File: src/sv/websocket_frame_deframer_assert.svh
// assertion macros shared by the parser and queue modules
// depends on nothing; included by the files that carry assertions
`ifndef WEBSOCKET_FRAME_DEFRAMER_ASSERT_SVH
`define WEBSOCKET_FRAME_DEFRAMER_ASSERT_SVH

// condition must hold on every clock edge outside reset
`define WSFD_ASSERT_ALWAYS(lbl, clk, rst_n, cond, msg) \
	lbl: assert property (@(posedge clk) disable iff (!rst_n) (cond)) \
		else $error(msg);

// antecedent in a cycle implies consequent in that same cycle
`define WSFD_ASSERT_IMP(lbl, clk, rst_n, ante, cons, msg) \
	lbl: assert property (@(posedge clk) disable iff (!rst_n) (ante) |-> (cons)) \
		else $error(msg);

// antecedent in a cycle implies consequent in the next cycle
`define WSFD_ASSERT_NEXT(lbl, clk, rst_n, ante, cons, msg) \
	lbl: assert property (@(posedge clk) disable iff (!rst_n) (ante) |=> (cons)) \
		else $error(msg);

`endif

File: src/sv/wsfd_pkg.sv
// shared types and constants of the websocket frame deframer
// depends on nothing
`timescale 1ns / 1ps

package wsfd_pkg;

	// parser phases
	typedef enum logic [2:0] {
		PH_FIRST   = 3'd0,
		PH_SECOND  = 3'd1,
		PH_EXTLEN  = 3'd2,
		PH_KEY     = 3'd3,
		PH_PAYLOAD = 3'd4
	} phase_t;

	// result kinds
	typedef enum logic [1:0] {
		KIND_HEADER  = 2'd0,
		KIND_PAYLOAD = 2'd1,
		KIND_ERROR   = 2'd2
	} kind_t;

	localparam logic [6:0]  LEN_CODE_16     = 7'd126;
	localparam logic [6:0]  LEN_CODE_64     = 7'd127;
	localparam logic [3:0]  HDR_END_16      = 4'd4;
	localparam logic [3:0]  HDR_END_64      = 4'd10;
	localparam logic [31:0] MAX_FRAME_RESET = 32'd65536;
	localparam int          QUEUE_DEPTH_DEF = 4;

	// one classified transaction, carried from parser to output stage
	typedef struct packed {
		kind_t       kind;
		logic        fin;
		logic [2:0]  rsv;
		logic [3:0]  opcode;
		logic        masked;
		logic [62:0] length;
		logic [7:0]  data;
		logic [7:0]  key_byte;
		logic        last;
	} cmd_t;

endpackage

File: src/sv/websocket_frame_deframer.sv
// top level of the websocket frame deframer: parser, queue, output stage
// depends on wsfd_pkg, wsfd_parse, wsfd_queue, wsfd_emit
//
// channel   direction  handshake          payload
// input     in         push / full        rx_byte
// result    out        empty / pop        kind fin reserved_bits opcode masked
//                                         decoded_length payload_byte last
// config    in         cfg_we             cfg_wdata (max_frame_bytes)
//
// one byte per cycle sustained while full is low; a result goes from the queue
// memory through the output register before it reaches the outputs
// the parser updates its state in the cycle the byte is taken
// a QUEUE_DEPTH entry queue plus the output register absorb result stalls
// full rises only when the queue is full; no clearing pass after reset
`timescale 1ns / 1ps

module websocket_frame_deframer
	import wsfd_pkg::*;
#(
	parameter int QUEUE_DEPTH = QUEUE_DEPTH_DEF
) (
	input  logic        clk,
	input  logic        arst_n,
	input  logic        push,
	output logic        full,
	input  logic [7:0]  rx_byte,
	output logic        empty,
	input  logic        pop,
	output logic [1:0]  kind,
	output logic        fin,
	output logic [2:0]  reserved_bits,
	output logic [3:0]  opcode,
	output logic        masked,
	output logic [62:0] decoded_length,
	output logic [7:0]  payload_byte,
	output logic        last,
	input  logic        cfg_we,
	input  logic [31:0] cfg_wdata
);

	logic take;
	logic wr_en;
	cmd_t wr_cmd;
	logic rd_en;
	cmd_t rd_cmd;
	logic q_nonempty;

	// input transaction accepted
	assign take = push && !full;

	wsfd_parse u_parse (
		.clk       (clk),
		.arst_n    (arst_n),
		.take      (take),
		.rx_byte   (rx_byte),
		.cfg_we    (cfg_we),
		.cfg_wdata (cfg_wdata),
		.wr_en     (wr_en),
		.wr_cmd    (wr_cmd)
	);

	wsfd_queue #(
		.DEPTH (QUEUE_DEPTH)
	) u_queue (
		.clk      (clk),
		.arst_n   (arst_n),
		.wr_en    (wr_en),
		.wr_cmd   (wr_cmd),
		.rd_en    (rd_en),
		.rd_cmd   (rd_cmd),
		.full     (full),
		.nonempty (q_nonempty)
	);

	wsfd_emit u_emit (
		.clk            (clk),
		.arst_n         (arst_n),
		.q_nonempty     (q_nonempty),
		.q_cmd          (rd_cmd),
		.q_rd_en        (rd_en),
		.pop            (pop),
		.empty          (empty),
		.kind           (kind),
		.fin            (fin),
		.reserved_bits  (reserved_bits),
		.opcode         (opcode),
		.masked         (masked),
		.decoded_length (decoded_length),
		.payload_byte   (payload_byte),
		.last           (last)
	);

endmodule

File: src/sv/wsfd_parse.sv
// front end: frame header parser and payload byte classifier
// depends on wsfd_pkg and websocket_frame_deframer_assert.svh
`timescale 1ns / 1ps
`include "websocket_frame_deframer_assert.svh"

module wsfd_parse
	import wsfd_pkg::*;
(
	input  logic        clk,
	input  logic        arst_n,
	input  logic        take,
	input  logic [7:0]  rx_byte,
	input  logic        cfg_we,
	input  logic [31:0] cfg_wdata,
	output logic        wr_en,
	output cmd_t        wr_cmd
);

	phase_t      phase_q, phase_d;
	logic [3:0]  hcnt_q, hcnt_d;
	logic [7:0]  first_q, first_d;
	logic [6:0]  code_q, code_d;
	logic [63:0] acc_q, acc_d;
	logic [31:0] key_q, key_d;
	logic [63:0] rem_q, rem_d;
	logic [1:0]  kidx_q, kidx_d;
	logic        disc_q, disc_d;
	logic        masked_q, masked_d;
	logic [31:0] max_q;

	logic        fin_now;
	logic [63:0] fin_len;
	logic [3:0]  fin_hdr;
	logic [64:0] fin_sum;
	logic        too_big;
	logic [3:0]  hsize;
	logic [3:0]  hcnt_inc;
	logic [63:0] rem_dec;
	logic [7:0]  kbyte;

	// header completion detect and size check
	always_comb begin
		hcnt_inc = hcnt_q + 4'd1;
		rem_dec  = rem_q - 64'd1;
		hsize    = 4'd2;
		if (code_q == LEN_CODE_16)
			hsize = hsize + 4'd2;
		if (code_q == LEN_CODE_64)
			hsize = hsize + 4'd8;
		if (masked_q)
			hsize = hsize + 4'd4;
		fin_now = 1'b0;
		fin_len = acc_q;
		case (phase_q)
			PH_SECOND: begin
				fin_len = {57'd0, rx_byte[6:0]};
				fin_now = (rx_byte[6:0] != LEN_CODE_16) && (rx_byte[6:0] != LEN_CODE_64)
					&& !rx_byte[7];
			end
			PH_EXTLEN: begin
				fin_len = {acc_q[55:0], rx_byte};
				fin_now = !masked_q &&
					(hcnt_inc == ((code_q == LEN_CODE_16) ? HDR_END_16 : HDR_END_64));
			end
			PH_KEY: begin
				fin_len = (code_q >= LEN_CODE_16) ? acc_q : {57'd0, code_q};
				fin_now = (hcnt_inc >= hsize);
			end
			default: begin
				fin_now = 1'b0;
			end
		endcase
		// header bytes seen once this byte is counted
		fin_hdr = (phase_q == PH_SECOND) ? 4'd2 : hcnt_inc;
		fin_sum = {1'b0, fin_len} + {61'd0, fin_hdr};
		too_big = fin_sum > {33'd0, max_q};
	end

	// next phase
	always_comb begin
		phase_d = phase_q;
		case (phase_q)
			PH_SECOND: begin
				if ((rx_byte[6:0] == LEN_CODE_16) || (rx_byte[6:0] == LEN_CODE_64))
					phase_d = PH_EXTLEN;
				else if (rx_byte[7])
					phase_d = PH_KEY;
				else
					phase_d = (fin_len != 64'd0) ? PH_PAYLOAD : PH_FIRST;
			end
			PH_EXTLEN: begin
				if (hcnt_inc == ((code_q == LEN_CODE_16) ? HDR_END_16 : HDR_END_64))
					phase_d = masked_q ? PH_KEY : ((fin_len != 64'd0) ? PH_PAYLOAD : PH_FIRST);
			end
			PH_KEY: begin
				if (fin_now)
					phase_d = (fin_len != 64'd0) ? PH_PAYLOAD : PH_FIRST;
			end
			PH_PAYLOAD: begin
				if (rem_dec == 64'd0)
					phase_d = PH_FIRST;
			end
			default: begin
				phase_d = PH_SECOND;
			end
		endcase
	end

	// datapath updates and transaction to the queue
	always_comb begin
		hcnt_d   = hcnt_q;
		first_d  = first_q;
		code_d   = code_q;
		acc_d    = acc_q;
		key_d    = key_q;
		rem_d    = rem_q;
		kidx_d   = kidx_q;
		disc_d   = disc_q;
		masked_d = masked_q;
		wr_en    = 1'b0;
		kbyte    = key_q[8 * (3 - kidx_q) +: 8];
		case (phase_q)
			PH_SECOND: begin
				masked_d = rx_byte[7];
				code_d   = rx_byte[6:0];
				hcnt_d   = 4'd2;
				acc_d    = 64'd0;
				key_d    = 32'd0;
			end
			PH_EXTLEN: begin
				acc_d  = {acc_q[55:0], rx_byte};
				hcnt_d = hcnt_inc;
			end
			PH_KEY: begin
				key_d  = {key_q[23:0], rx_byte};
				hcnt_d = hcnt_inc;
			end
			PH_PAYLOAD: begin
				rem_d = rem_dec;
				if (disc_q) begin
					if (rem_dec == 64'd0)
						disc_d = 1'b0;
				end else begin
					kidx_d = kidx_q + 2'd1;
					wr_en  = take;
				end
			end
			default: begin
				first_d = rx_byte;
				hcnt_d  = 4'd1;
				disc_d  = 1'b0;
			end
		endcase
		if (fin_now) begin
			acc_d  = fin_len;
			rem_d  = fin_len;
			kidx_d = 2'd0;
			disc_d = too_big && (fin_len != 64'd0);
			wr_en  = take;
		end

		wr_cmd.fin      = first_q[7];
		wr_cmd.rsv      = first_q[6:4];
		wr_cmd.opcode   = first_q[3:0];
		wr_cmd.masked   = masked_d;
		wr_cmd.length   = acc_d[62:0];
		wr_cmd.data     = 8'd0;
		wr_cmd.key_byte = 8'd0;
		if (fin_now) begin
			wr_cmd.kind = too_big ? KIND_ERROR : KIND_HEADER;
			wr_cmd.last = too_big || (fin_len == 64'd0);
		end else begin
			wr_cmd.kind     = KIND_PAYLOAD;
			wr_cmd.data     = rx_byte;
			wr_cmd.key_byte = kbyte;
			wr_cmd.last     = (rem_dec == 64'd0);
		end
	end

	// state registers
	always_ff @(posedge clk or negedge arst_n) begin
		if (!arst_n) begin
			phase_q  <= PH_FIRST;
			hcnt_q   <= 4'd0;
			first_q  <= 8'd0;
			code_q   <= 7'd0;
			acc_q    <= 64'd0;
			key_q    <= 32'd0;
			rem_q    <= 64'd0;
			kidx_q   <= 2'd0;
			disc_q   <= 1'b0;
			masked_q <= 1'b0;
		end else if (take) begin
			phase_q  <= phase_d;
			hcnt_q   <= hcnt_d;
			first_q  <= first_d;
			code_q   <= code_d;
			acc_q    <= acc_d;
			key_q    <= key_d;
			rem_q    <= rem_d;
			kidx_q   <= kidx_d;
			disc_q   <= disc_d;
			masked_q <= masked_d;
		end
	end

	// frame size limit register
	always_ff @(posedge clk or negedge arst_n) begin
		if (!arst_n)
			max_q <= MAX_FRAME_RESET;
		else if (cfg_we)
			max_q <= cfg_wdata;
	end

	`WSFD_ASSERT_IMP(a_payload_rem, clk, arst_n, phase_q == PH_PAYLOAD, rem_q != 64'd0, "payload phase with nothing remaining")
	`WSFD_ASSERT_IMP(a_key_masked, clk, arst_n, phase_q == PH_KEY, masked_q, "key phase on unmasked frame")
	`WSFD_ASSERT_NEXT(a_discard_quiet, clk, arst_n, take && (phase_q == PH_PAYLOAD) && disc_q, disc_q || (phase_q == PH_FIRST), "discard ended before frame end")

endmodule

File: src/sv/wsfd_queue.sv
// short queue between parser and output stage, registered read port
// depends on wsfd_pkg and websocket_frame_deframer_assert.svh
`timescale 1ns / 1ps
`include "websocket_frame_deframer_assert.svh"

module wsfd_queue
	import wsfd_pkg::*;
#(
	parameter int DEPTH = QUEUE_DEPTH_DEF
) (
	input  logic clk,
	input  logic arst_n,
	input  logic wr_en,
	input  cmd_t wr_cmd,
	input  logic rd_en,
	output cmd_t rd_cmd,
	output logic full,
	output logic nonempty
);

	localparam int PTR_W = (DEPTH > 1) ? $clog2(DEPTH) : 1;
	localparam int CNT_W = $clog2(DEPTH + 1);

	cmd_t             mem_q [DEPTH];
	cmd_t             rd_data_q;
	logic [PTR_W-1:0] wr_ptr_q;
	logic [PTR_W-1:0] rd_ptr_q;
	logic [CNT_W-1:0] count_q;

	assign full     = (count_q == CNT_W'(DEPTH));
	assign nonempty = (count_q != '0);
	assign rd_cmd   = rd_data_q;

	// storage write and registered read
	always_ff @(posedge clk) begin
		if (wr_en)
			mem_q[wr_ptr_q] <= wr_cmd;
		if (rd_en)
			rd_data_q <= mem_q[rd_ptr_q];
	end

	// pointers and fill count
	always_ff @(posedge clk or negedge arst_n) begin
		if (!arst_n) begin
			wr_ptr_q <= '0;
			rd_ptr_q <= '0;
			count_q  <= '0;
		end else begin
			if (wr_en)
				wr_ptr_q <= (wr_ptr_q == PTR_W'(DEPTH - 1)) ? '0 : wr_ptr_q + 1'b1;
			if (rd_en)
				rd_ptr_q <= (rd_ptr_q == PTR_W'(DEPTH - 1)) ? '0 : rd_ptr_q + 1'b1;
			if (wr_en && !rd_en)
				count_q <= count_q + 1'b1;
			else if (rd_en && !wr_en)
				count_q <= count_q - 1'b1;
		end
	end

	`WSFD_ASSERT_ALWAYS(a_count_range, clk, arst_n, count_q <= CNT_W'(DEPTH), "queue count overflow")
	`WSFD_ASSERT_IMP(a_no_underrun, clk, arst_n, rd_en, nonempty, "queue read while empty")
	`WSFD_ASSERT_IMP(a_no_overrun, clk, arst_n, wr_en, !full, "queue write while full")

endmodule

File: src/sv/wsfd_emit.sv
// back end: output register control and payload unmasking
// depends on wsfd_pkg
`timescale 1ns / 1ps

module wsfd_emit
	import wsfd_pkg::*;
(
	input  logic        clk,
	input  logic        arst_n,
	input  logic        q_nonempty,
	input  cmd_t        q_cmd,
	output logic        q_rd_en,
	input  logic        pop,
	output logic        empty,
	output logic [1:0]  kind,
	output logic        fin,
	output logic [2:0]  reserved_bits,
	output logic [3:0]  opcode,
	output logic        masked,
	output logic [62:0] decoded_length,
	output logic [7:0]  payload_byte,
	output logic        last
);

	logic out_valid_q;

	// refill the output register when it is free or being taken
	assign q_rd_en = q_nonempty && (!out_valid_q || pop);

	always_ff @(posedge clk or negedge arst_n) begin
		if (!arst_n)
			out_valid_q <= 1'b0;
		else if (q_rd_en)
			out_valid_q <= 1'b1;
		else if (pop)
			out_valid_q <= 1'b0;
	end

	// result fields, payload unmasked with its key byte
	assign empty          = !out_valid_q;
	assign kind           = q_cmd.kind;
	assign fin            = q_cmd.fin;
	assign reserved_bits  = q_cmd.rsv;
	assign opcode         = q_cmd.opcode;
	assign masked         = q_cmd.masked;
	assign decoded_length = q_cmd.length;
	assign payload_byte   = q_cmd.data ^ q_cmd.key_byte;
	assign last           = q_cmd.last;

endmodule
File: config.mk
export PLATFORM = sky130hd
export DESIGN_NAME = websocket_frame_deframer
export DESIGN_NICKNAME = d
export VERILOG_FILES = /design/src/sv/wsfd_pkg.sv /design/src/sv/websocket_frame_deframer.sv /design/src/sv/wsfd_parse.sv /design/src/sv/wsfd_queue.sv /design/src/sv/wsfd_emit.sv
export VERILOG_INCLUDE_DIRS = /design/src /design/src/sv
export SDC_FILE = /design/constraint.sdc
export NUM_CORES = 1
export LEC_CHECK = 0
export ABC_AREA = 0
export BUFFER_PORTS_ARGS = -buffer_cell sky130_fd_sc_hd__buf_2
export CAP_MARGIN = 20
export CORE_MARGIN = 5
export CORE_UTILIZATION = 55
export DETAILED_ROUTE_END_ITERATION = 8
export GPL_TIMING_DRIVEN = 0
export PLACE_DENSITY = 0.72
export SYNTH_ARGS = -nofsm -noshare
export SYNTH_HDL_FRONTEND = slang
export SYNTH_SLANG_ARGS = --single-unit
File: constraint.sdc
create_clock -name clk -period 8.1 [get_ports clk]
set_clock_uncertainty 0.1 [all_clocks]
set_input_delay 0.81 -clock clk [delete_from_list [all_inputs] [get_ports clk]]
set_output_delay 0.81 -clock clk [all_outputs]
set_load 0.02 [all_outputs]
# After elaboration in Yosys (flattened, before gate mapping)
# Memory sizes are Yosys's and may differ from the RTL's. A register that Yosys moved wholly into a read port is not among the register bits.
# Index checks and enable logic that the tools add are counted.
# word_totals
ram_bits,364
n_memories,1
output_inout_bits,85
reg_bits,226
# memory_table
memory,depth,word_bits,read_ports,rd_ports_with_merged_regs,wr,line,rtl
u_queue.mem_q,4,91,1,1,1,wsfd_queue.sv:24,cmd_t mem_q [DEPTH];
# op_classes
muxes,45
addsub,11
reduce_logical,38
shift,1
bitwise_logic,3
n_lt_le_gt_ge,3
n_eq_ne,19
# op_table
cell,count
$mux W64,4
$pmux W64 S3,1
$logic_not A64 Y1,2
$pmux W64 S2,1
$add A64 B4 Y65,1
$gt A65 B32 Y1,1
$pmux W32 S2,1
$reduce_bool A64 Y1,1
$sub A64 B1 Y64 const B,1
$shiftx A32 B33 Y8,1
$mux W3,10
$eq A7 B7 Y1 const B,4
$mux W16,1
$mux W4,4
$mux W2,7
$ne A7 B7 Y1 const B,2
$reduce_and A2 Y1,7
$mux W1,12
$pmux W3 S4,1
$pmux W4 S3,1
$logic_and A1 B1 Y1,8
$ne A2 B1 Y1 const B,4
$reduce_bool A2 Y1,4
$xor A8 B8 Y8,1
other kinds (26),40

# Longest topological paths before layout
# logic_depth
word_depth,13
depth_mapped,31

# Modules after synthesis
# From an unflattened synthesis, not the netlist that was laid out.
# hier_totals
hier_cells,2694
area_unflattened_um2,33363.2
# modules_own_cells
mod,cells_each,area_each_um2,instances,seq_area_each_um2
wsfd_parse,2002,16388.2,1,5456.5
wsfd_queue,603,16280.6,1,13838.3
wsfd_emit,88,680.7,1,25.0
websocket_frame_deframer,1,13.8,1,0.0

# Worst setup path before layout
# Ideal clock, no wire load.
# synth_path
kind,input to register
from,input pop
to,register u_queue.count_q[1]
path_stages,7
t_required_ps,7875
path_buffers,0
arrival_time_ps,6718
path_slack_ps,1158
cell_sequence,inv_1 > a21oi_1 > inv_1 > ha_1 > inv_1 > fa_1 > mux2_2
# synth_between
elab_chain_len,5
elab_cells_between_ends,7
classes_between,mux: 1; reduce/logical: 6
# synth_rtl
item,line,rtl
from (decl),websocket_frame_deframer.sv:28,"input logic pop,"
$logic_or A1 B1 Y1 *,wsfd_emit.sv:28,assign q_rd_en = q_nonempty && (!out_valid_q || pop);
$logic_and A1 B1 Y1 *,wsfd_emit.sv:28,
named net rd_en,websocket_frame_deframer.sv:44,logic rd_en;
$logic_not A1 Y1,wsfd_queue.sv:53,if (wr_en && !rd_en)
$logic_and A1 B1 Y1,wsfd_queue.sv:53,
$mux W3 or $reduce_bool A2 Y1 (tied branches),--,
to (signal assigned),wsfd_queue.sv:54,count_q <= count_q + 1'b1;
to (signal assigned),wsfd_queue.sv:56,count_q <= count_q - 1'b1;
to (decl),wsfd_queue.sv:28,logic [CNT_W-1:0] count_q;
# Mark *: on every way through the listed nets, which the timed path passes. The rest lies on a longest branch.
# A chain may end at the register's enable or synchronous reset.

==> metrics <==
status=finished, final reports clean; Worst EP required=8.31 ns; IO Pins=130; Routed Antenna Nets=0; CTS clk-pin slew, worst paths=0.07 ns; hold_ws=roughly 0.12 ns; Initial Utilization=55.5%; Worst slew margin=between 10% and 20%; cell taking the most area after synthesis=edfxtp_1; Nets=between 3,000 and 4,000; CTS tree=yes; area of the multi-input gates=12,100 sq um; width of the die=between 200 and 300 um; DRC=0; endpoints failing hold=0; Worst path most repeated cell=buf_4; Avg Cell Area, Syn=11.8 sq um; Clock Latency Late Sink=about 0.63 ns; most used flip-flop cell after synthesis=edfxtp_1; WP buf/inv=6; Yosys warnings=0; crit path launch type=flop; share of power burned in the clock network=a little under a quarter; Setup TNS Final=0 ns; fin crit period=around 8 ns; Pwr Density=388 nW/um^2; crit path DAT=around 8.1 ns; FF+latch count, synth=a little under 700; Setup violations, final=0; Total Wirelength=107,000 um; Flop pwr share=a little over a third; Worst Hold Class=primary input to async pin; Max VDD drop=between 0.00015 and 0.0002 V; placed cells=3,705; average wire per standard cell=27.8 um; Layout area overhead=13.5%; register area=19,300 sq um; initial antenna violation count=3; clock buffer count from CTS=70; routed vias=24,800; layout cells sized above 1=between 15 and 20%; largest net degree at the start of global routing=between 100 and 150; core footprint=59,100 sq um; Post-Synthesis Cells=2,792; num rows=89; CP Class=flop to flop; Crit path max-delay family=simple AND/OR/NAND/NOR gates; critical path endpoint category=flop; Post-synth ARST share=33.2%; post-synthesis sequential area ratio=58.8%; period utilization=between 90% and 100%; H-Tree Depth=3; vias in the first global route=24,400; cts hold-fix bufs=0; Finished Core Util=63.0%; First DRT Iteration DRCs=3,162; CP peak stage delay=0.73 ns; Int Pwr=just under 9 mW; CTS sink cnt=681; drt pass-1 iters=6; via/cell ratio=6.46; Psw=5.80 mW; Netlist Area Pre-Place=32,800 sq um; buffers added on ports=approximately 130; critical path's slowest cell=or4b_2; DP HPWL=between 70,000 and 80,000 um; Post-Syn Nets=2,887; Max Fclk=between 100 and 150 MHz; count of pins over their slew limit=0; first-pass GRT wire length=157,000 um; CTS root buffer=clkbuf_16; Placer Congestion=roughly 1; Tightest Pin Transition=1.32 ns; CP max FO=19; die height=254 um; top-count cell post-synth=edfxtp_1; Synth top cells by count=455 x edfxtp_1, 444 x nand2_1, 270 x o21ai_0; Cell variety after synth=101; Synth top area share=41.6%; Fillers=roughly 4,500; gr usage total=32.6%; grt total ovfl=0; Synth area leaders=edfxtp_1 42%, dfrtp_1 17%, mux4_2 6.8%; max-cap viol count=0; die area=64,700 sq um; static leakage=14.0 nW; switch share=40.1%; number of synthesized flops with an enable pin=455; combinational share of power=roughly two fifths; buffer depth of the longest clock path=3; Post-Layout Cell Count=roughly 3,800
state kept, by name, summed over array words and instances (netlist names), 4 cells and up:
name	flops
u_parse.max_q	32
u_parse.code_q	7
u_parse.first_q	8
u_parse.acc_q	64
u_queue.rd_cmd	91
u_queue.mem_q	364
u_parse.rem_q	64
u_parse.key_q	32
u_parse.hcnt_q	4
worst paths after layout:
path | startpoint | cells past startpoint | end | slack, ns
worst min-delay path | arst_n | 1 | u_queue.wr_ptr_q[0]$_DFFE_PN0P_ | 0.12
max in group asynchronous | arst_n | 2 | u_parse.acc_q[60]$_DFFE_PN0P_ | 6.60
worst max-delay path | u_parse.phase_q[0]$_DFFE_PN0P_ | 29 | u_queue.mem_q[3][90]$_DFFE_PP_ | 0.23
min in group clk | cfg_wdata[7] | 3 | u_parse.max_q[7]$_DFFE_PN0P_ | 0.29
worst max register to register | u_parse.phase_q[0]$_DFFE_PN0P_ | 29 | u_queue.mem_q[3][90]$_DFFE_PP_ | 0.23
worst min register to register | u_parse.key_q[24]$_DFFE_PN0P_ | 2 | u_parse.key_q[24]$_DFFE_PN0P_ | 0.38
cell families (layout without fill, tap and decap cells):
family / after synthesis / count (layout) / synth area share [%]
AO/OA/AOI/OAI: 628 / 628 / 11.7
XOR/XNOR: 71 / 71 / 1.89
adder cells (fa/ha/maj): 50 / 50 / 1.95
buffers and inverters: 294 / 566 / 4.47
flip-flops: 681 / 681 / 58.8
multiplexers: 122 / 122 / 7.56
other: 0 / 1 / 0
AND/OR/NAND/NOR: 946 / 946 / 13.6
layout by cell type, fill, tap and decap left out, types with 7 or more instances in the layout:
cell / instances
nor4_1: 36
clkbuf_1: 114
or4_1: 12
nor3_1: 54
a21o_1: 8
a22oi_1: 50
o22ai_1: 20
inv_1: 65
nor2_1: 158
or3_1: 18
and2_1: 22
a21oi_1: 122
nor2b_1: 8
buf_6: 8
o21ai_1: 12
a31oi_1: 19
mux4_2: 99
dfrtp_1: 225
o211ai_1: 9
a22o_1: 44
nand2b_1: 11
edfxtp_1: 455
clkbuf_16: 71
mux2_2: 19
ha_1: 48
or2_2: 17
nand3_1: 58
nand2_1: 443
buf_4: 84
clkinv_2: 13
bufinv_16: 10
xor2_1: 30
and3_1: 10
buf_1: 27
buf_2: 138
o21ai_0: 270
nand4_1: 38
o31ai_1: 7
xnor2_1: 37
layer usage:
metal  up-vias  global-route usage (%)  part of all wire, %
li1      10800                       -                    -
met1     12400                    46.5                   41
met2      1384                    50.8                   46
met3       258                    5.70                  9.0
met4         0                    13.2                  4.3
met5         -                       0                    0
power by group through the flow:
stage,sequential (mW),combinational [mW],clock [mW]
after detailed placement,5.32,5.60,0
after global placement,5.37,5.45,0
final,5.30,5.79,3.38
after floorplan,5.20,3.64,0
after global routing,5.36,6.14,3.59
after CTS,5.28,5.68,3.42
through the flow:
| stage | setup slack [ns] | cell area (sq um) | power [mW] |
|---|---|---|---|
| 6_report | 0.231 | 37300 | 14.5 |
| 3_3_place_gp | -2.13 | 34400 | 10.8 |
| 5_1_grt | -0.0298 | 37300 | 15.1 |
| 4_1_cts | 0.0305 | 37200 | 14.4 |
| 3_5_place_dp | -1.74 | 34700 | 10.9 |
| 2_1_floorplan | 1.16 | 32800 | 8.83 |
layout make-up:
class	instances	share of cell area, %
flip-flops and latches	681	51.9
multi-input cells	1817	32.6
clock buffers	87	4.98
plain buffers	224	3.27
repair buffers	149	2.60
well taps	773	2.60
clock inverters	39	1.41
inverters	67	0.675
diodes	1	0.00672
repair_timing:
action | CTS | global route
pin swaps | 5 | 0
resized for setup | 13 | 12
setup endpoints to repair | 9 | 9
buffers inserted | 5 | 0
Power figures use the tool's default switching activity.
